$ cat config.mk
export PLATFORM = sky130hd
export DESIGN_NAME = expression_token_lexer
export DESIGN_NICKNAME = d
export VERILOG_FILES = /design/src/rtl/core/etl_pkg.sv /design/src/rtl/core/expression_token_lexer.sv
export VERILOG_INCLUDE_DIRS = /design/src /design/src/rtl/core
export SDC_FILE = /design/constraint.sdc
export NUM_CORES = 1
export LEC_CHECK = 0
export BUFFER_PORTS_ARGS = -buffer_cell sky130_fd_sc_hd__buf_4
export CAP_MARGIN = 20
export CORE_MARGIN = 2
export CORE_UTILIZATION = 54
export CTS_CLUSTER_DIAMETER = 60
export DETAILED_ROUTE_END_ITERATION = 8
export GPL_TIMING_DRIVEN = 1
export PLACE_DENSITY = 0.78
export SLEW_MARGIN = 20
export SYNTH_ARGS = -nofsm -noshare
export SYNTH_HDL_FRONTEND = slang
export SYNTH_SLANG_ARGS = --single-unit
$ cat constraint.sdc
create_clock -name clk -period 6.05 [get_ports clk]
set_input_delay 0 -clock clk [delete_from_list [all_inputs] [get_ports clk]]
set_output_delay 0 -clock clk [all_outputs]
set_load 0.02 [all_outputs]
$ cat src/rtl/core/expression_token_lexer_defines.svh
// Assertion macros shared by the expression token lexer RTL.
`ifndef EXPRESSION_TOKEN_LEXER_DEFINES_SVH
`define EXPRESSION_TOKEN_LEXER_DEFINES_SVH
`ifndef SYNTHESIS
// Condition that must hold at every clock edge outside reset.
`define ETL_ASSERT_ALWAYS(label, clk, rst, cond, msg) \
  label: assert property (@(posedge clk) disable iff (rst) (cond)) else $error(msg);
// Condition that must hold in the cycle after the trigger.
`define ETL_ASSERT_NEXT(label, clk, rst, trig, cond, msg) \
  label: assert property (@(posedge clk) disable iff (rst) (trig) |=> (cond)) else $error(msg);
`else
`define ETL_ASSERT_ALWAYS(label, clk, rst, cond, msg)
`define ETL_ASSERT_NEXT(label, clk, rst, trig, cond, msg)
`endif
`endif

$ cat src/rtl/core/etl_pkg.sv
// Types, token codes and character constants of the expression token lexer.
`default_nettype none
package etl_pkg;

  // One input item: a character or an end of line.
  typedef struct packed {
    logic       op;
    logic [7:0] char_code;
  } in_item_t;

  // One result item: a token.
  typedef struct packed {
    logic [3:0]  token_type;
    logic [63:0] token_text;
    logic [3:0]  token_length;
    logic        text_truncated;
    logic [7:0]  token_index;
    logic        last_result;
  } out_item_t;

  // Kind of the pending run.
  typedef enum logic [2:0] {
    RUN_NONE   = 3'b001,
    RUN_NUMBER = 3'b010,
    RUN_WORD   = 3'b100
  } run_kind_t;

  // Token type codes.
  localparam logic [3:0] TOK_LPAREN   = 4'd0;
  localparam logic [3:0] TOK_RPAREN   = 4'd1;
  localparam logic [3:0] TOK_PLUS     = 4'd2;
  localparam logic [3:0] TOK_MOD      = 4'd3;
  localparam logic [3:0] TOK_MINUS    = 4'd4;
  localparam logic [3:0] TOK_MUL      = 4'd5;
  localparam logic [3:0] TOK_DIV      = 4'd6;
  localparam logic [3:0] TOK_AND      = 4'd7;
  localparam logic [3:0] TOK_OR       = 4'd8;
  localparam logic [3:0] TOK_COMMA    = 4'd9;
  localparam logic [3:0] TOK_NUMBER   = 4'd10;
  localparam logic [3:0] TOK_FN2      = 4'd11;
  localparam logic [3:0] TOK_FN1      = 4'd12;
  localparam logic [3:0] TOK_VARIABLE = 4'd13;
  localparam logic [3:0] TOK_INVALID  = 4'd14;
  localparam logic [3:0] TOK_END      = 4'd15;

  // Character codes.
  localparam logic [7:0] CH_SPACE  = 8'h20;
  localparam logic [7:0] CH_LPAREN = 8'h28;
  localparam logic [7:0] CH_RPAREN = 8'h29;
  localparam logic [7:0] CH_PLUS   = 8'h2B;
  localparam logic [7:0] CH_MOD    = 8'h25;
  localparam logic [7:0] CH_MINUS  = 8'h2D;
  localparam logic [7:0] CH_MUL    = 8'h2A;
  localparam logic [7:0] CH_DIV    = 8'h2F;
  localparam logic [7:0] CH_AND    = 8'h26;
  localparam logic [7:0] CH_OR     = 8'h7C;
  localparam logic [7:0] CH_COMMA  = 8'h2C;

  // Keyword texts, first character in the low byte.
  localparam logic [63:0] KW_XOR = 64'h0000_0000_0072_6F78;
  localparam logic [63:0] KW_NOT = 64'h0000_0000_0074_6F6E;
  localparam logic [63:0] KW_LS  = 64'h0000_0000_0000_736C;
  localparam logic [63:0] KW_LR  = 64'h0000_0000_0000_726C;
  localparam logic [63:0] KW_RS  = 64'h0000_0000_0000_7372;
  localparam logic [63:0] KW_RR  = 64'h0000_0000_0000_7272;

  // Depth of the result queue and its index width.
  localparam int QUEUE_DEPTH = 3;
  localparam int QUEUE_CW    = $clog2(QUEUE_DEPTH + 1);

  // Result of a single-character lookup.
  typedef struct packed {
    logic       hit;
    logic [3:0] token_type;
  } single_t;

  function automatic single_t single_lookup(input logic [7:0] c);
    single_t s;
    s.hit = 1'b1;
    case (c)
      CH_LPAREN: s.token_type = TOK_LPAREN;
      CH_RPAREN: s.token_type = TOK_RPAREN;
      CH_PLUS:   s.token_type = TOK_PLUS;
      CH_MOD:    s.token_type = TOK_MOD;
      CH_MINUS:  s.token_type = TOK_MINUS;
      CH_MUL:    s.token_type = TOK_MUL;
      CH_DIV:    s.token_type = TOK_DIV;
      CH_AND:    s.token_type = TOK_AND;
      CH_OR:     s.token_type = TOK_OR;
      CH_COMMA:  s.token_type = TOK_COMMA;
      default: begin
        s.hit        = 1'b0;
        s.token_type = TOK_INVALID;
      end
    endcase
    return s;
  endfunction

  function automatic logic is_digit(input logic [7:0] c);
    return (c >= 8'h30) && (c <= 8'h39);
  endfunction

  function automatic logic is_letter(input logic [7:0] c);
    return ((c >= 8'h61) && (c <= 8'h7A)) || ((c >= 8'h41) && (c <= 8'h5A));
  endfunction

  // Classifies a finished word run.
  function automatic logic [3:0] word_type(input logic [63:0] text,
                                           input logic [3:0] len,
                                           input logic ovf);
    logic [3:0] t;
    t = TOK_VARIABLE;
    if (!ovf && len == 4'd3 && text == KW_XOR) t = TOK_FN2;
    if (!ovf && len == 4'd3 && text == KW_NOT) t = TOK_FN1;
    if (!ovf && len == 4'd2 &&
        (text == KW_LS || text == KW_LR || text == KW_RS || text == KW_RR)) begin
      t = TOK_FN2;
    end
    return t;
  endfunction

endpackage
`default_nettype wire

$ cat src/rtl/core/expression_token_lexer.sv
// Expression token lexer: turns a character stream into expression tokens.
//
// The lexer takes one character or end-of-line item per clock and returns zero, one
// or two tokens for it. All decoding of an item is done in the cycle it is accepted,
// and its tokens are written into a three-entry result queue that feeds the output
// port. A steady stream producing at most one token per item runs at one item per
// cycle while the output is not stalled; an item that closes a run and also yields
// its own token (or an end of line with a run pending) writes two tokens, and the
// input stalls while two or more tokens are waiting in the queue. Token text keeps
// the first MAX_TOKEN_CHARS characters of a run and flags longer runs as truncated.
`default_nettype none
`include "expression_token_lexer_defines.svh"
module expression_token_lexer #(
  parameter int MAX_TOKEN_CHARS = 8
) (
  input  wire logic              clk,
  input  wire logic              rst,
  input  wire logic              chr_valid,
  output logic                   chr_stall,
  input  wire etl_pkg::in_item_t chr_data,
  output logic                   tok_valid,
  input  wire logic              tok_stall,
  output etl_pkg::out_item_t     tok_data
);
  import etl_pkg::*;

  localparam logic [3:0] MAX_LEN = 4'(MAX_TOKEN_CHARS);

  // Lexer state.
  run_kind_t   run_kind, run_kind_next;
  logic [63:0] run_text, run_text_next;
  logic [3:0]  run_length, run_length_next;
  logic        run_overflow, run_overflow_next;
  logic [7:0]  token_counter, token_counter_next;

  // Result queue.
  out_item_t             q [QUEUE_DEPTH];
  out_item_t             q_next [QUEUE_DEPTH];
  logic [QUEUE_CW-1:0]   cnt, cnt_next;

  logic       accept;
  logic       pop;
  logic [7:0] c;
  logic       dig, let_c;
  single_t    sgl;
  logic       cont;
  logic       flush;
  logic [7:0] idx_after_flush;
  logic [7:0] idx_inc;
  logic       has_own;
  out_item_t  run_tok, own_tok, r0, r1;
  logic [1:0] n_res;
  logic [QUEUE_CW-1:0] base;

  assign accept    = chr_valid && !chr_stall;
  assign chr_stall = (cnt >= QUEUE_CW'(2));
  assign tok_valid = (cnt != '0);
  assign tok_data  = q[0];
  assign pop       = tok_valid && !tok_stall;

  assign c     = chr_data.char_code;
  assign dig   = is_digit(c);
  assign let_c = is_letter(c);
  assign sgl   = single_lookup(c);

  // Decode the accepted item against the pending run.
  always_comb begin
    cont = !chr_data.op &&
           ((run_kind == RUN_NUMBER && dig) || (run_kind == RUN_WORD && let_c));
    flush = !cont && (run_kind != RUN_NONE);

    // Token for the pending run.
    run_tok.token_type     = (run_kind == RUN_NUMBER) ? TOK_NUMBER :
                             word_type(run_text, run_length, run_overflow);
    run_tok.token_text     = run_text;
    run_tok.token_length   = run_length;
    run_tok.text_truncated = run_overflow;
    run_tok.token_index    = token_counter;
    run_tok.last_result    = 1'b0;

    idx_after_flush = (flush && token_counter != 8'hFF) ? token_counter + 8'd1
                                                        : token_counter;
    idx_inc = (idx_after_flush != 8'hFF) ? idx_after_flush + 8'd1 : idx_after_flush;

    // Token of the item itself.
    own_tok.token_text     = {56'd0, c};
    own_tok.token_length   = 4'd1;
    own_tok.text_truncated = 1'b0;
    own_tok.token_index    = idx_after_flush;
    own_tok.last_result    = 1'b1;
    own_tok.token_type     = sgl.hit ? sgl.token_type : TOK_INVALID;
    has_own = 1'b0;

    run_kind_next      = run_kind;
    run_text_next      = run_text;
    run_length_next    = run_length;
    run_overflow_next  = run_overflow;
    token_counter_next = token_counter;

    if (accept) begin
      if (flush) begin
        run_kind_next     = RUN_NONE;
        run_text_next     = '0;
        run_length_next   = '0;
        run_overflow_next = 1'b0;
      end
      token_counter_next = idx_after_flush;
      if (chr_data.op) begin
        // End of line: end marker, then restart the count.
        has_own                = 1'b1;
        own_tok.token_type     = TOK_END;
        own_tok.token_text     = '0;
        own_tok.token_length   = '0;
        token_counter_next     = '0;
      end else if (cont) begin
        // Extend the pending run.
        if (run_length < MAX_LEN) begin
          run_text_next   = run_text | (64'(c) << {run_length[2:0], 3'b000});
          run_length_next = run_length + 4'd1;
        end else begin
          run_overflow_next = 1'b1;
        end
      end else if (c == CH_SPACE) begin
        has_own = 1'b0;
      end else if (dig || let_c) begin
        // Start a new run.
        run_kind_next     = dig ? RUN_NUMBER : RUN_WORD;
        run_text_next     = {56'd0, c};
        run_length_next   = 4'd1;
        run_overflow_next = 1'b0;
      end else begin
        // Single-character or unknown character token.
        has_own            = 1'b1;
        token_counter_next = idx_inc;
      end
    end

    // Order the results of this item.
    r1 = own_tok;
    if (flush) begin
      r0             = run_tok;
      r0.last_result = !has_own;
      n_res          = has_own ? 2'd2 : 2'd1;
    end else begin
      r0    = own_tok;
      n_res = has_own ? 2'd1 : 2'd0;
    end
    if (!accept) n_res = 2'd0;
  end

  // Result queue: shift on pop, append new results behind the survivors.
  always_comb begin
    base = cnt - QUEUE_CW'(pop);
    for (int i = 0; i < QUEUE_DEPTH; i++) begin
      q_next[i] = (pop && i < QUEUE_DEPTH - 1) ? q[(i + 1) % QUEUE_DEPTH] : q[i];
      if (n_res != 2'd0 && QUEUE_CW'(i) == base) q_next[i] = r0;
      if (n_res == 2'd2 && QUEUE_CW'(i) == base + QUEUE_CW'(1)) q_next[i] = r1;
    end
    cnt_next = base + QUEUE_CW'(n_res);
  end

  // Control state.
  always_ff @(posedge clk) begin
    if (rst) begin
      run_kind      <= RUN_NONE;
      run_text      <= '0;
      run_length    <= '0;
      run_overflow  <= 1'b0;
      token_counter <= '0;
      cnt           <= '0;
    end else begin
      run_kind      <= run_kind_next;
      run_text      <= run_text_next;
      run_length    <= run_length_next;
      run_overflow  <= run_overflow_next;
      token_counter <= token_counter_next;
      cnt           <= cnt_next;
    end
  end

  // Queue payload.
  always_ff @(posedge clk) begin
    for (int i = 0; i < QUEUE_DEPTH; i++) begin
      q[i] <= q_next[i];
    end
  end

  // Checks.
  `ETL_ASSERT_ALWAYS(a_queue_bound, clk, rst, cnt <= QUEUE_CW'(QUEUE_DEPTH), "result queue overflow")
  `ETL_ASSERT_ALWAYS(a_run_bound, clk, rst, run_length <= MAX_LEN, "run length beyond limit")
  `ETL_ASSERT_NEXT(a_eol_clears, clk, rst, accept && chr_data.op, run_kind == RUN_NONE && token_counter == 8'd0, "end of line left state behind")
  `ETL_ASSERT_ALWAYS(a_end_empty, clk, rst, !(tok_valid && tok_data.token_type == TOK_END) || (tok_data.token_length == 4'd0 && tok_data.last_result), "malformed end marker")

endmodule
`default_nettype wire
==> metrics, run 1 <==
Tcrit/Tclk final a little over 80%; CP Capture Type flip-flop; number of setup buffers added after CTS 0; setup_tns 0 ps; synthesized area roughly 16,000 sq um; sequential share of power about 39%; switching fraction of total power between 30% and 40%; worst-skew pair later-pin latency between 500 and 600 ps; crit path from chr_data[3]; Clk pin slew, worst setup/hold paths 60 ps; #FFs+latches synth roughly 330; Max Clk Rate roughly 0.20 GHz; hold_sp chr_data[7]; largest stage delay on the critical path between 600 and 700 ps; Initial Util between 50% and 60%; worst hold-check path type input port to flip-flop; status completed; Die X 174 um; Slew Limit Fails 0; vias in the first global route about 13,000; yosys warns 0; Crit path required time 6400 ps; post-placement cell area around 16,000 sq um; sequential fraction of the synthesis area a little under half; crit-path cells dlygate4sd3_1 -> buf_4 -> or4_4 -> o221a_4 -> o211ai_2 -> nand2_1 -> inv_6 -> ha_1 -> o21ai_0 -> or3_4 -> buf_4 -> a22oi_1 -> o22ai_1; Cell Int Power 5.15 mW; Routability Congestion around 0.9; most common cell after layout, fill and taps aside dfxtp_1; standard-cell rows 62; Post-route DRC 0; gr usage total ~28%; Boundary Pins between 90 and 100; Die H 174 um; CTS buffer count 35; P per Cell Area ~460 nW/um^2; Worst path top cell family by delay buffers and inverters; Worst path most repeated cell buf_4; Setup crit start kind input port; fin crit period approximately 5000 ps; P&R area growth vs syn 9.56%; critical path type input port to flip-flop; Root Driver clkbuf_16; Clock power frac about 28%; EDFF count, synth 63; hold slack roughly 68 ps; Setup Viol. Count Final 0; Worst Tran Pin Value around 1100 ps; ys async rst share 0%; top_reg_cell synth dfxtp_1; worst-path fanout max 67; design area around 17,000 sq um; fill count roughly 2,400; most frequent cells in the layout dfxtp_1 (265), nand2_1 (211), a21oi_1 (184); final hold vios 0; largest net degree at the start of global routing 74; routed vias/inst around 6.5; ANT cells 0; Synth area leaders dfxtp_1 (34%), edfxtp_1 (12%), a21oi_1 (5.9%); post-detail-place hpwl 26,400 um; IO Port Bufs 96; NumNets Final 1,680; Finished Core Util between 50 and 60%; slowest CP cell buf_4; Synth Net Count roughly 1,800; per-cell routed wire length 20.9 um; Pleak between 6 and 7 nW; biggest area consumer among synthesized cells dfxtp_1; crit path DAT 5290 ps; clock tree buffer depth 3; Max-slew headroom between 20% and 30%; post-synth cell types 70; grt ovf 0; die area between 30,000 and 40,000 sq um; mean area per synthesized cell approximately 9 sq um; post-synth top area share about a third; reg2reg start run_kind[1]; area of the multi-input gates slightly above 7000 sq um; DR iter-0 viols 1,607; drt total wl about 43,000 um; hold_buf cts 10; core area roughly 29,000 sq um; Antenna Nets Post-Route 0; register area 7200 sq um; ratio of cells with drive above 1 in the final layout between 10% and 20%; via count ~13,000; CTS tree yes; max-cap viol count 0; CTS Sinks approximately 330; initial antenna violation count 0; maximum vdd ir drop ~0.22 mV; H-tree depth 2; RSZ-0062 raised after global routing false; Pre-antenna DRT Iters 6; post-CTS sizing 0; worst path buffer plus inverter count 4; global-route wire length before repair just under 70,000 um; sw power 2.75 mW; combinational power share approximately 33%; Mapped Cells 1,744; setup skew after layout approximately 22 ps
-- worst register-to-register path, delay by kind of cell, from the launching register on --
family	cells	cell delay, ps
AO/OA/AOI/OAI	4	1240
adder cells (fa/ha/maj)	1	510
buffers and inverters	2	990
flip-flops	1	330
AND/OR/NAND/NOR	4	1590
-- per-layer routing --
metal  vias to the layer above  wire length (um)  global-route usage (%)
li1                       6201                 -                       -
met1                      6525             18500                    39.3
met2                       683             19700                    43.7
met3                        79              3740                    4.43
met4                         0              1190                    9.03
met5                         -                 0                       0
-- path summary, 6_finish.rpt --
check / slack, ps / depth (start not counted) / to
worst max-delay path: 1110 / 13 / q[0][16]
worst min-delay path: 70 / 3 / q[0][185]
worst max register to register: 1230 / 11 / q[0][16]
worst min register to register: 460 / 1 / q[0][231]
-- power groups by stage --
stage | clock network (mW) | registers, mW | logic, mW
after detailed placement | 0 | 3.13 | 2.57
after global routing | 2.32 | 3.14 | 2.82
after floorplan | 0 | 3.00 | 2.14
after global placement | 0 | 3.12 | 2.51
after CTS | 2.23 | 3.09 | 2.60
final | 2.21 | 3.09 | 2.61
-- through the flow --
step	setup slack, ps	total power, mW	cells
6_report	1110	7.90	2067
5_1_grt	866	8.28	2067
4_1_cts	1290	7.91	2067
3_5_place_dp	1360	5.70	1997
3_3_place_gp	1550	5.63	1997
2_1_floorplan	1480	5.14	1744
-- flip-flops by register name (all words and copies together), names as in the netlist --
signal,count
run_overflow,1
cnt,2
q,246
token_counter,8
run_text,64
run_kind,3
run_length,4
-- cell families (layout without fill, tap and decap cells) --
family,count (synthesis),count (layout),synth area share (%)
fa+ha+maj,7,7,0.562
mux,66,66,4.25
compound gates,574,574,25.3
buf+inv,263,202,8.36
simple gates,493,493,14.6
xor+xnor,13,13,0.731
flops,328,328,46.2
-- cell type report --
cell class                      count  share of cell area (%)
Clock inverter                      8                   0.807
Timing Repair Buffer              129                    5.82
Clock buffer                       52                    6.22
Inverter                           13                   0.315
Multi-Input combinational cell   1153                    41.8
Tap cell                          384                    2.82
Sequential cell                   328                    42.2
-- synthesized netlist by cell type (all sizes together) (3+ instances only) --
cell and count:
a211oi 66, a21oi 184, a22oi 60, a311oi 61, a31oi 19, a32o 64
and2 20, and3 18, buf 97, clkbuf 153, dfxtp 265, edfxtp 63
ha 7, inv 13, mux2i 65, nand2 211, nand2b 15, nand3 13
nand3b 3, nand4 8, nor2 125, nor2b 6, nor3 29, nor4 18
nor4bb 3, o211ai 3, o21ai 70, o22ai 23, o31ai 3, or2 5
or3 5, or4 4, xnor2 10, xor2 3
No activity file was read; power rests on OpenSTA's default activity.
==> run 2, diff against run 1 <==
Settings changed: ABC_AREA from default to 1.
Clock period 6.05 ns to 4.75 ns, I/O delays scaled along.
==> run 2 against run 1 <==
Net effect: die area increased by 3.0%; routed wire length increased by 3.2%; first-iteration DRC count increased by 9.0%; power increased by 34%; sequential share of layout area decreased by 1.2 points; area after synthesis increased by 3.1%; critical endpoint is now q[0][111]; largest cell class unchanged.
==> metrics, run 2 <==
status completed; core area 29,500 sq um (+3.3%); Boundary Pins 97 (unchanged); Max Clk Rate ~0.25 GHz; synthesized area 16,100 sq um (+3.1%); setup skew after layout 15.8 ps (-6.47 ps); Setup Viol. Count Final 0 (unchanged); Tcrit/Tclk final between 80% and 90%; EDFF count, synth 63 (unchanged); Die H 176 um (+1.5%); #FFs+latches synth 328 (unchanged); DR iter-0 viols 1,752 (+9.0%); yosys warns 0 (unchanged); worst hold-check path type input port to flip-flop; synth cell count leaders nand2_1 (547), dfxtp_1 (265), a21oi_1 (187), o21ai_0 (144), inv_1 (133); fin crit period 4010 ps; Post-route DRC 0 (unchanged); ys async rst share 0% (unchanged); post-synth cell types 44 (-37%); top-count cell post-synth nand2_1; Antenna Nets Post-Route 0 (unchanged); hold slack 14.7 ps (-53.1 ps); via count 14,610 (+8.3%); Die X 176 um (+1.5%); Synth Net Count 2,128 (+21%); worst-skew pair later-pin latency 520 ps (about the same); CTS buffer count 35 (unchanged); CTS tree yes; post-detail-place hpwl 28,800 um (+9.1%); P&R area growth vs syn 9.29%; Routability Congestion 0.910 (+0.75%); CP Capture Type flip-flop; hold_buf cts 8 (-2); sequential fraction of the synthesis area 44.8% (-1.4 points); top_reg_cell synth dfxtp_1; CTS Sinks 328 (unchanged); most flop-heavy register q; mean area per synthesized cell 7.61 sq um (-15%); crit path DAT 4390 ps (-900 ps); standard-cell rows 63 (+1.6%); ANT cells 0 (unchanged); Pre-antenna DRT Iters 7 (+1); IO Port Bufs 96 (unchanged); NumNets Final 2,058 (+23%); Top Registers q: 246 flops, run_text: 64 flops, token_counter: 8 flops; per-cell routed wire length 18.1 um (-13%); max-cap viol count 0 (unchanged); P per Cell Area 603 nW/um^2 (+30%); initial antenna violation count 0 (unchanged); Worst Tran Pin Value 1000 ps (-58.9 ps); Synth area leaders dfxtp_1 (33%), nand2_1 (13%), edfxtp_1 (12%); clock tree buffer depth 3 (unchanged); max FFs per register 246 (unchanged); most common cell after layout, fill and taps aside nand2_1; die area 31,100 sq um (+3.0%); gr usage total 27.9% (+0.12 points); routed vias/inst 5.95 (-8.8%); Setup crit start kind input port; Max-slew headroom 33.0% (+3.8 points); RSZ-0062 raised after global routing false; setup_tns 0 ps (unchanged); worst-path fanout max 23 (-66%); largest net degree at the start of global routing 149 (+100%); Mapped Cells 2,108 (+21%); global-route wire length before repair 70,500 um (+2.3%); Root Driver clkbuf_16; biggest area consumer among synthesized cells dfxtp_1; Pleak 6.19 nW (-4.2%); post-CTS sizing 0 (unchanged); number of setup buffers added after CTS 0 (unchanged); Crit path required time 5120 ps (-1280 ps); critical path type input port to flip-flop; fin cells 2,454 (+19%); drt total wl 44,500 um (+3.2%); final hold vios 0 (unchanged); Initial Util 54.4% (-0.097 points); H-tree depth 2 (unchanged); grt ovf 0 (unchanged); vias in the first global route 12,983 (+2.5%); post-synth top area share 33.1% (-1.0 points); Inst Count DP 2,383 (+19%); Clk pin slew, worst setup/hold paths 60 ps (about the same); maximum vdd ir drop 0.458 mV (+110%); most frequent cells in the layout nand2_1 (546), dfxtp_1 (265), a21oi_1 (187); ratio of cells with drive above 1 in the final layout 10.2% (-1.9 points); Slew Limit Fails 0 (unchanged)
[run 2: power by group]
part	switching, mW	internal (mW)	total (mW)
Sequential	0.340	3.69	4.03
Combinational	2.52	1.24	3.76
Clock	1.13	1.66	2.79
Total	3.99	6.59	10.6
[run 2: worst max-delay path, stage by stage]
cell	delay, ps
dlygate4sd3_1	520
buf_4	210
inv_1	120
nor2_1	140
nand3_1	90
nand2_1	60
nand2_1	50
nand2_1	70
nand2_2	70
nor2_1	80
inv_1	70
a21oi_1	140
buf_4	200
inv_1	70
o21ai_0	220
ha_1	300
inv_1	60
nor2_1	50
nor2_1	380
nor2_4	100
nor2_4	130
clkinv_1	550
buf_4	470
o211ai_1	130
a21oi_1	90
[run 2: routing by layer]
| metal | GRT usage [%] | share of wire (%) | vias up |
|---|---|---|---|
| met1 | 41.3 | 46 | 6950 |
| met2 | 42.6 | 44 | 569 |
| met5 | 0 | 0 | - |
| li1 | - | - | 7034 |
| met4 | 6.23 | 1.7 | 0 |
| met3 | 4.82 | 8.1 | 57 |
[run 2: area by class of cell]
class / instances / area, sq um
Sequential cell: 328 / 7200
Timing Repair Buffer: 129 / 1030
Clock buffer: 54 / 1060
Inverter: 146 / 548
Clock inverter: 9 / 120
Fill cell: 2637 / 11900
Tap cell: 390 / 488
Multi-Input combinational cell: 1398 / 7100
[run 2: final timing paths]
check	slack, ps	to	from	cells after the start
max	740	q[0][111]	chr_data[6]	25
min	10	q[0][0]	tok_stall	4
max reg2reg	970	q[0][163]	run_kind[1]	16
min reg2reg	460	q[0][196]	q[0][196]	2
[run 2: through the flow]
stage	cell area (sq um)	power (mW)	worst slack, ps	utilization (%)
6_report	17500	10.6	736	59.5
5_1_grt	17500	11.2	361	59.5
4_1_cts	17500	10.6	802	59.5
3_5_place_dp	16300	7.80	802	55.2
3_3_place_gp	16300	7.70	860	55.2
2_1_floorplan	16100	6.99	1110	-
[run 2: logic make-up after synthesis]
kind of cell | synth area share, %
compound gates | 22.1
xor+xnor | 0.538
fa+ha+maj | 0.546
buf+inv | 11.2
flops | 44.8
simple gates | 20.8
